==> src/hdl/vib_ram.sv <==
// ----------------------------------------------------------------------------
// vib_ram
// Generic single-port-write, single-port-read RAM with registered read.
// ----------------------------------------------------------------------------
module vib_ram #(
  parameter int unsigned WIDTH = 8,
  parameter int unsigned DEPTH = 16
) (
  input  logic                     clk_i,
  input  logic                     we_i,
  input  logic [$clog2(DEPTH)-1:0] waddr_i,
  input  logic [WIDTH-1:0]         wdata_i,
  input  logic [$clog2(DEPTH)-1:0] raddr_i,
  output logic [WIDTH-1:0]         rdata_o
);

  logic [WIDTH-1:0] mem [DEPTH];

  always_ff @(posedge clk_i) begin
    if (we_i) mem[waddr_i] <= wdata_i;
    rdata_o <= mem[raddr_i];
  end

endmodule

==> config.mk <==
export PLATFORM = sky130hd
export DESIGN_NAME = vib_ram
export DESIGN_NICKNAME = d
export VERILOG_FILES = /design/src/hdl/vib_ram.sv
export SDC_FILE = /design/constraint.sdc
export NUM_CORES = 1
export LEC_CHECK = 0
export BUFFER_PORTS_ARGS = -buffer_cell sky130_fd_sc_hd__buf_4
export CAP_MARGIN = 15
export CORE_ASPECT_RATIO = 2
export CORE_UTILIZATION = 43
export CTS_CLUSTER_DIAMETER = 40
export CTS_CLUSTER_SIZE = 30
export DETAILED_ROUTE_END_ITERATION = 8
export PLACE_DENSITY_LB_ADDON = 0.15
export SYNTH_ARGS = -nofsm -noshare
export SYNTH_HDL_FRONTEND = slang
export SYNTH_SLANG_ARGS = --single-unit
==> constraint.sdc <==
create_clock -name clk_i -period 2.35 [get_ports clk_i]
set_clock_uncertainty 0.2 [all_clocks]
set_input_delay 0.235 -clock clk_i [delete_from_list [all_inputs] [get_ports clk_i]]
set_output_delay 0.235 -clock clk_i [all_outputs]
set_load 0.05 [all_outputs]
==> summary.md <==
| Metric | Value |
|---|---|
| Status | `finished clean` |
| Fmax | `roughly 640 MHz` |
| Die Wd | `roughly 79 µm` |
| FILL cells | `925` |
| Port Buf Inserts | `25` |
| CP Cell Sequence | `mux4_1 > a22oi_1 > nand2_1` |
| Largest driver fanout on the critical path | `1` |
| Worst Tran Pin Value | `0.814 ns` |
| Leakage | `about 2.1 nW` |
| Row cnt | `56` |
| Post-route DRC | `0` |
| DP Wirelength | `roughly 6600 µm` |
| Net Sw Power | `1.16 mW` |
| Yosys warning count | `0` |
| FF-to-FF Start | `mem[2][2]` |
| Die H | `~160 µm` |
| Post-CTS Setup Bufs | `0` |
| Post-Syn Nets | `247` |
| Hold Path Class | `in -> reg` |
| Mapped Area | `around 0.005 mm²` |
| Top cells by count, synth | `128 x edfxtp_1, 18 x mux4_2, 16 x a22oi_1` |
| Most numerous cell in the Yosys netlist | `edfxtp_1` |
| Unrepaired setup endpoints after global routing | `false` |
| End of the critical path | `rdata_o[2]` |
| DR pass1 iterations | `4` |
| Vias/cell | `between 5 and 6` |
| Synth area leaders | `edfxtp_1 75%, mux4_2 7.9%, mux4_1 7.1%` |
| Non-Filler Instances | `448` |
| Reg2Reg Depth | `3` |
| Post-synthesis instance total | `229` |
| Core area | `0.0117 mm²` |
| # H-tree levels | `4` |
| Largest net degree at the start of global routing | `33` |
| Post-synth EDFFs | `around 130` |
| Post-synthesis sequential area ratio | `77.8%` |
| Pre-CTS setup slack | `around 0.46 ns` |
| Synth unique cells | `19` |
| CTS Sinks | `between 100 and 150` |
| CP Buf/Inv Count | `0` |
| Worst EP arrival | `between 1.5 and 2 ns` |
| Top Ports | `26` |
| Root Buffer Master | `clkbuf_16` |
| Top_reg_cell synth | `edfxtp_1` |
| Sw frac | `approximately 20%` |
| Final Hold Fails | `0` |
| Largest stage delay on the critical path | `~0.53 ns` |
| Clock latency on the worst-skew pair | `around 0.40 ns` |
| First-pass GRT wire length | `between 15000 and 20000 µm` |
| Drt first-iter violations | `about 170` |
| PD cells | `about 910 mW/mm²` |
| Seq pwr share | `between 40 and 50%` |
| Via count | `between 2000 and 2500` |
| Vias in the first global route | `roughly 2600` |
| CP endpoint kind | `flop` |
| Die area | `roughly 0.012 mm²` |
| Crit-path slowest cell | `mux4_1` |
| Routed WL | `a little over 10000 µm` |
| Grt total ovfl | `0` |
| Gate power share | `under 10%` |
| Number of cells on the critical path | `3` |
| Final slew viol count | `0` |
| Post-synth top area share | `between 70% and 80%` |
| Final GP Congestion | `roughly 0.87` |
| GRT Overall Usage | `between 10% and 20%` |
| Final Util | `between 50% and 60%` |
| Setup ws final | `about 0.79 ns` |
| Synthesized flop and latch total | `around 140` |
| Number of routed nets with antenna violations | `0` |
| Clock transition at the registers of the reported paths | `roughly 0.06 ns` |
| RR Endpoint | `rdata_o[2]` |
| Clock network power share | `between 40 and 50%` |
| Minimum clock period | `between 1.5 and 2 ns` |
| Hold Slack | `between 0.1 and 0.15 ns` |
| Cells after DPL | `about 410` |
| Initial Utilization | `44.0%` |
| Final Cycle Share | `about two thirds` |
| Share of cells above drive strength 1 | `a little under a third` |
| Peak VDD IR | `around 630 µV` |
| Ys async rst share | `0%` |
| Synthesized area per cell | `between 20 and 25 µm²` |
| WL/cell | `22.7 µm` |
| Setup TNS Final | `0 ns` |
| Area grow syn2layout | `21.9%` |
| Crit Path Class | `reg -> reg` |
| Crit path launch type | `flop` |
| Final nets | `around 310` |
| CTS tree | `yes` |
| R2r setup slk | `between 0.7 and 0.8 ns` |
| TritonCTS Buffers | `17` |
| Normalized max-slew margin | `between 40% and 50%` |
| Area leader, netlist | `edfxtp_1` |
| Max Buffers Root-to-Sink | `2` |
| Initial antenna violation count | `0` |
| Internal | `4.54 mW` |
| Max cap viols | `0` |
| Cell family with most CP delay | `multiplexers` |
| CP required | `about 2.4 ns` |
| # diodes | `0` |
| Worst setup path start | `mem[2][2]` |
| Final setup fails | `0` |
worst reg2reg max path: cells and delay by family (launching register included):
kind             cells  cell delay (ns)
AO/OA/AOI/OAI        1             0.25
flip-flops           1             0.37
multiplexers         1             0.53
AND/OR/NAND/NOR      1             0.09
through the flow:
stage                     total power [mW]  instance area (µm²)
after floorplan                       2.97                 5150
after global placement                3.10                 5600
after detailed placement              3.11                 5600
after CTS                             5.76                 6280
after global routing                  5.88                 6280
final                                 5.70                 6280
per-layer routing:
layer  track usage, %  up-vias  part of all wire, %
li1                 -     1092                    -
met1             20.3     1288                   38
met5                0        -                    0
met3             4.72        5                  2.8
met4             6.23        0                 0.96
met2             33.7       62                   58
registers in the layout (all words and copies together), names as in the netlist:
| register | count |
|---|---|
| rdata_o | 8 |
| mem | 128 |
cells by family after synthesis:
family / after synthesis / synth area share [%]
DFF: 136 / 77.8
and+or+nand+nor: 35 / 3.18
muxes: 32 / 15.0
AOI/OAI and AO/OA: 16 / 2.33
buffers and inverters: 10 / 1.68
worst min-delay path by stage:
stage,endpoint,slack (ns),start,depth (start not counted)
after floorplan,mem[0][0],0.13,wdata_i[0],0
after global placement,mem[4][3],0.34,wdata_i[3],1
after detailed placement,mem[4][4],0.35,wdata_i[4],1
after CTS,mem[2][6],0.13,waddr_i[2],3
after global routing,mem[4][7],0.13,waddr_i[0],3
final,mem[4][7],0.14,waddr_i[0],3
power by group through the flow:
stage | clock network [mW] | registers [mW] | logic (mW)
after floorplan | 0 | 2.83 | 0.138
after global placement | 0 | 2.78 | 0.325
after detailed placement | 0 | 2.78 | 0.329
after CTS | 2.69 | 2.73 | 0.339
after global routing | 2.79 | 2.73 | 0.358
final | 2.64 | 2.73 | 0.333
final cells by class:
type	count	area (µm²)	area share [%]
multi-input combinational	83	1060	16.8
tap	145	181	2.89
clock inverter	12	151	2.41
sequential	136	4000	63.8
timing repair buffer	52	435	6.94
clock buffer	20	447	7.12
placed cells by master (no fill, tap or decap), types with 3 or more instances in the layout:
cell type,count
mux4_1,14
clkinv_2,4
dlygate4sd3_1,8
buf_4,42
dfxtp_1,8
edfxtp_1,128
nor2_1,13
bufinv_16,3
a22oi_1,16
nor3_1,4
mux4_2,18
nand2_1,9
clkbuf_16,17
what timing repair did:
action,in CTS,in global routing
hold buffers,8,0
hold endpoints to repair,128,0
gates resized for setup,0,0
Power figures use the tool's default switching activity.
