===== src/hdl/vib_pkg.sv =====
// ----------------------------------------------------------------------------
// vib_pkg
// Shared types, constants and field arithmetic for the Vandermonde inverse
// builder.
// ----------------------------------------------------------------------------
package vib_pkg;

  localparam int unsigned N      = 16;
  localparam int unsigned NW     = $clog2(N);
  localparam int unsigned CW     = NW + 1;
  localparam int unsigned PE     = 31;
  localparam int unsigned NR     = 256;
  localparam int unsigned NRW    = $clog2(NR);
  localparam int unsigned MW     = 2 * NW;
  localparam logic [PE-1:0] PVAL = {PE{1'b1}};

  typedef enum logic [1:0] {
    FUNC_ADD  = 2'd0,
    FUNC_LOAD = 2'd1,
    FUNC_EVAL = 2'd2,
    FUNC_NONE = 2'd3
  } func_e;

  typedef enum logic [3:0] {
    ST_IDLE,
    ST_CLR,
    ST_DEN_RD,
    ST_DEN_MUL,
    ST_COL_RD,
    ST_ROW_RD,
    ST_ROW_WR,
    ST_HERE_WR,
    ST_KDEN_WR,
    ST_EV_RD,
    ST_EV_M1,
    ST_EV_M2,
    ST_EV_ACC,
    ST_DONE
  } state_e;

  typedef logic [PE-1:0] fe_t;

  function automatic fe_t fold(input logic [2*PE-1:0] v);
    logic [PE:0] s;
    begin
      s = {1'b0, v[PE-1:0]} + {1'b0, v[2*PE-1:PE]};
      s = {1'b0, s[PE-1:0]} + {{PE{1'b0}}, s[PE]};
      fold = (s[PE-1:0] == PVAL) ? '0 : s[PE-1:0];
    end
  endfunction

  function automatic fe_t fsub(input fe_t a, input fe_t b);
    logic [PE:0] s;
    begin
      s = (a >= b) ? {1'b0, a} - {1'b0, b} : {1'b0, a} + {1'b0, PVAL} - {1'b0, b};
      fsub = s[PE-1:0];
    end
  endfunction

  function automatic fe_t fadd(input fe_t a, input fe_t b);
    logic [PE:0] s;
    begin
      s = {1'b0, a} + {1'b0, b};
      fadd = (s >= {1'b0, PVAL}) ? fe_t'(s - {1'b0, PVAL}) : s[PE-1:0];
    end
  endfunction

  function automatic fe_t fneg(input fe_t a);
    fneg = (a == '0) ? '0 : PVAL - a;
  endfunction

  // square-and-multiply inverse, evaluated at elaboration for the table
  function automatic fe_t finv(input int unsigned a);
    fe_t r;
    fe_t b;
    logic [PE-1:0] e;
    begin
      r = fe_t'(1);
      b = fold({{PE{1'b0}}, PE'(a)});
      e = PVAL - fe_t'(2);
      if (b == '0) r = '0;
      else begin
        for (int i = 0; i < PE; i++) begin
          if (e[i]) r = fold({{PE{1'b0}}, r} * {{PE{1'b0}}, b});
          b = fold({{PE{1'b0}}, b} * {{PE{1'b0}}, b});
        end
      end
      finv = r;
    end
  endfunction

  function automatic fe_t inv_lut(input logic [NRW-1:0] d);
    fe_t t [NR];
    begin
      for (int i = 0; i < NR; i++) t[i] = finv(i);
      inv_lut = t[d];
    end
  endfunction

endpackage


===== src/hdl/vib_mul.sv =====
// ----------------------------------------------------------------------------
// vib_mul
// Registered modular multiplier over the Mersenne prime field.
// ----------------------------------------------------------------------------
module vib_mul (
  input  logic           clk_i,
  input  vib_pkg::fe_t   a_i,
  input  vib_pkg::fe_t   b_i,
  output vib_pkg::fe_t   p_o
);

  logic [2*vib_pkg::PE-1:0] prod_q;

  always_ff @(posedge clk_i) begin
    prod_q <= {{vib_pkg::PE{1'b0}}, a_i} * {{vib_pkg::PE{1'b0}}, b_i};
  end

  assign p_o = vib_pkg::fold(prod_q);

endmodule


===== config.mk =====
export PLATFORM = sky130hd
export DESIGN_NAME = vib_mul
export DESIGN_NICKNAME = d
export VERILOG_FILES = /design/src/hdl/vib_pkg.sv /design/src/hdl/vib_mul.sv
export SDC_FILE = /design/constraint.sdc
export NUM_CORES = 2
export LEC_CHECK = 0
export BUFFER_PORTS_ARGS = -buffer_cell sky130_fd_sc_hd__buf_2
export CAP_MARGIN = 0
export CORE_ASPECT_RATIO = 1.1
export CORE_MARGIN = 4
export CORE_UTILIZATION = 65
export CTS_CLUSTER_DIAMETER = 50
export DETAILED_ROUTE_END_ITERATION = 8
export GPL_TIMING_DRIVEN = 0
export PLACE_DENSITY = 0.83
export SYNTH_ARGS = -nofsm -noshare
export SYNTH_HDL_FRONTEND = slang
export SYNTH_SLANG_ARGS = --single-unit

===== constraint.sdc =====
create_clock -name clk_i -period 13 [get_ports clk_i]
set_clock_uncertainty 0.1 [all_clocks]
set_input_delay 0 -clock clk_i [delete_from_list [all_inputs] [get_ports clk_i]]
set_output_delay 0 -clock clk_i [all_outputs]
set_load 0.02 [all_outputs]

==> metrics.csv <==
metric,value,unit
final slew viol count,0,
Filler cells,4361,
CP Data Required Time,13.11,ns
final hold vios,0,
Post-Synthesis Cells,4006,
CP Data Arrival Time,8.82,ns
CP max stage delay,0.90,ns
CTS resizes,0,
count of final setup violators,0,
CTS H-tree lvls,3,
clock sink count,62,
worst-margin pin slew,1.30,ns
largest net degree at the start of global routing,12,
total grt overflow,0,
Final GP Congestion,1.08,
largest fanout on the critical path,10,
"commonest non-fill, non-tap cell in the layout",inv_1,
Synth Register Bits,62,
synthesis warning total,0,
vias,29591,
Vias/cell,6.10,
Final nets,5301,
register area share after synthesis,3.48,%
Root Buffer,clkbuf_16,
drt drc,0,
CTS tree,yes,
Synth area leader,fa_1,
IO Pins,94,
layout cells sized above 1,4.08,%
first-pass GRT wire length,184,mm
chip height,254,um
Rel. slew slack,13.6,%
Largest Register,prod_q,
Post-DP Area,0.0371,mm2
CTS Buffer Depth,2,
Post-Route WL,124,mm
WS Path Type,primary input to flop,
"most used cell, CP",fa_1,
mean area per synthesized cell,8.91,um2
DRT Pass-1 Iters,8,
Yosys cell types,82,
Post-synth EDFFs,0,
CP Capture Type,flop,
initial antenna violation count,13,
Num CTS Buffers,9,
critical path startpoint,a_i[9],
initial drt markers,3291,
Synth Flop Type,dfxtp_1,
most frequent cells in the layout,"inv_1, fa_1, and2_1",
Synth area leaders,"fa_1, ha_1, and2_1",
number of port buffers,93,
final period utilization,67.0,%
HP Class,primary input to flop,
post-synthesis async set-or-reset flop share,0,%
CP Launch Type,primary input,
Post-Syn Area,0.0357,mm2
Fin Setup TNS,0,ns
Post-DRT Antenna Nets,0,
Area Overhead vs Synth,4.69,%
Max Cap Viol,0,
num rows,89,
number of global-route vias before repair,30790,
cts-stage hold buffer count,1,
Post CTS Setup Buffer Count,0,
"CTS clk-pin slew, worst paths",0.06,ns
status,finished clean,
Largest register FFs,62,
all-layer global routing usage,43.0,%
area share of the largest cell type after synthesis,47.0,%
hold_sp,b_i[1],
routed length per instance,25.5,um
initial core utilization,66.1,%
die width,231,um
Syn Nets,5195,
DPL Wire Length,100,mm
Slowest cell on crit path,clkbuf_1,
top flop regs,prod_q x62,
Final min period,8.71,ns
final design area excluding fillers,0.0374,mm2
highest clock rate,115,MHz
worst hold margin,0.0508,ns
RSZ-0062 raised after global routing,false,
Core Box Area,0.0540,mm2
die area,0.0587,mm2
layout make-up:
class,count,area (um2),share of cell area (%)
flip-flops and latches,62,1240,3.32
clock inverters,6,38.8,0.104
well taps,728,911,2.44
repair buffers,95,480,1.29
plain buffers,221,866,2.32
diodes,5,12.5,0.0335
clock buffers,10,229,0.613
inverters,842,3160,8.46
multi-input cells,2881,30400,81.4
metrics by stage:
stage	std cells	utilization, %	worst slack (ns)
5_1_grt	4847	69.2	4.09
2_1_floorplan	4006	-	5.83
4_1_cts	4844	69.1	3.97
3_5_place_dp	4827	68.6	3.66
6_report	4850	69.2	4.29
3_3_place_gp	4827	68.6	3.83
per-layer routing:
layer	vias up	global-route usage [%]	wire, um
li1	12259	-	-
met1	14646	54.7	42800
met2	2034	63.3	52200
met3	646	12.9	16300
met4	6	30.1	12100
met5	-	0	43
worst max-delay path: cells and delay by family:
kind	cells	cell delay, ns
fa+ha+maj	9	4.45
compound gates	10	2.37
buf+inv	10	1.69
simple gates	2	0.31
cells in the mapped netlist, types with 11 or more instances:
library cell,number
inv_1,842
nor2_1,60
a21oi_2,25
nor4_1,11
nand4_1,18
and2_1,522
dfxtp_1,62
a21oi_1,95
a211oi_1,15
fa_1,838
clkbuf_1,212
o211ai_1,11
xnor2_1,64
o21ai_0,52
o21bai_1,17
ha_1,288
a31oi_1,17
o21a_1,14
nand3_1,35
nand2_1,517
a21o_1,49
xor2_1,32
nor3_1,30
and3_1,25
cell families (layout without fill, tap and decap cells):
family,Yosys count,after routing,synth area share [%]
fa+ha+maj,1126,1126,57.1
mux,3,3,0.0841
simple gates,1284,1284,18.5
flops,62,62,3.48
other cells,0,5,0
xor+xnor,96,96,2.36
compound gates,372,372,7.20
buf+inv,1063,1174,11.3
worst paths after layout:
kind          to  depth (start not counted)
min    prod_q[1]                          3
max   prod_q[59]                         31
Power is left out: the tool's default activity adds up to more than one toggle a clock period on the data nets, which glitch-free logic cannot reach.
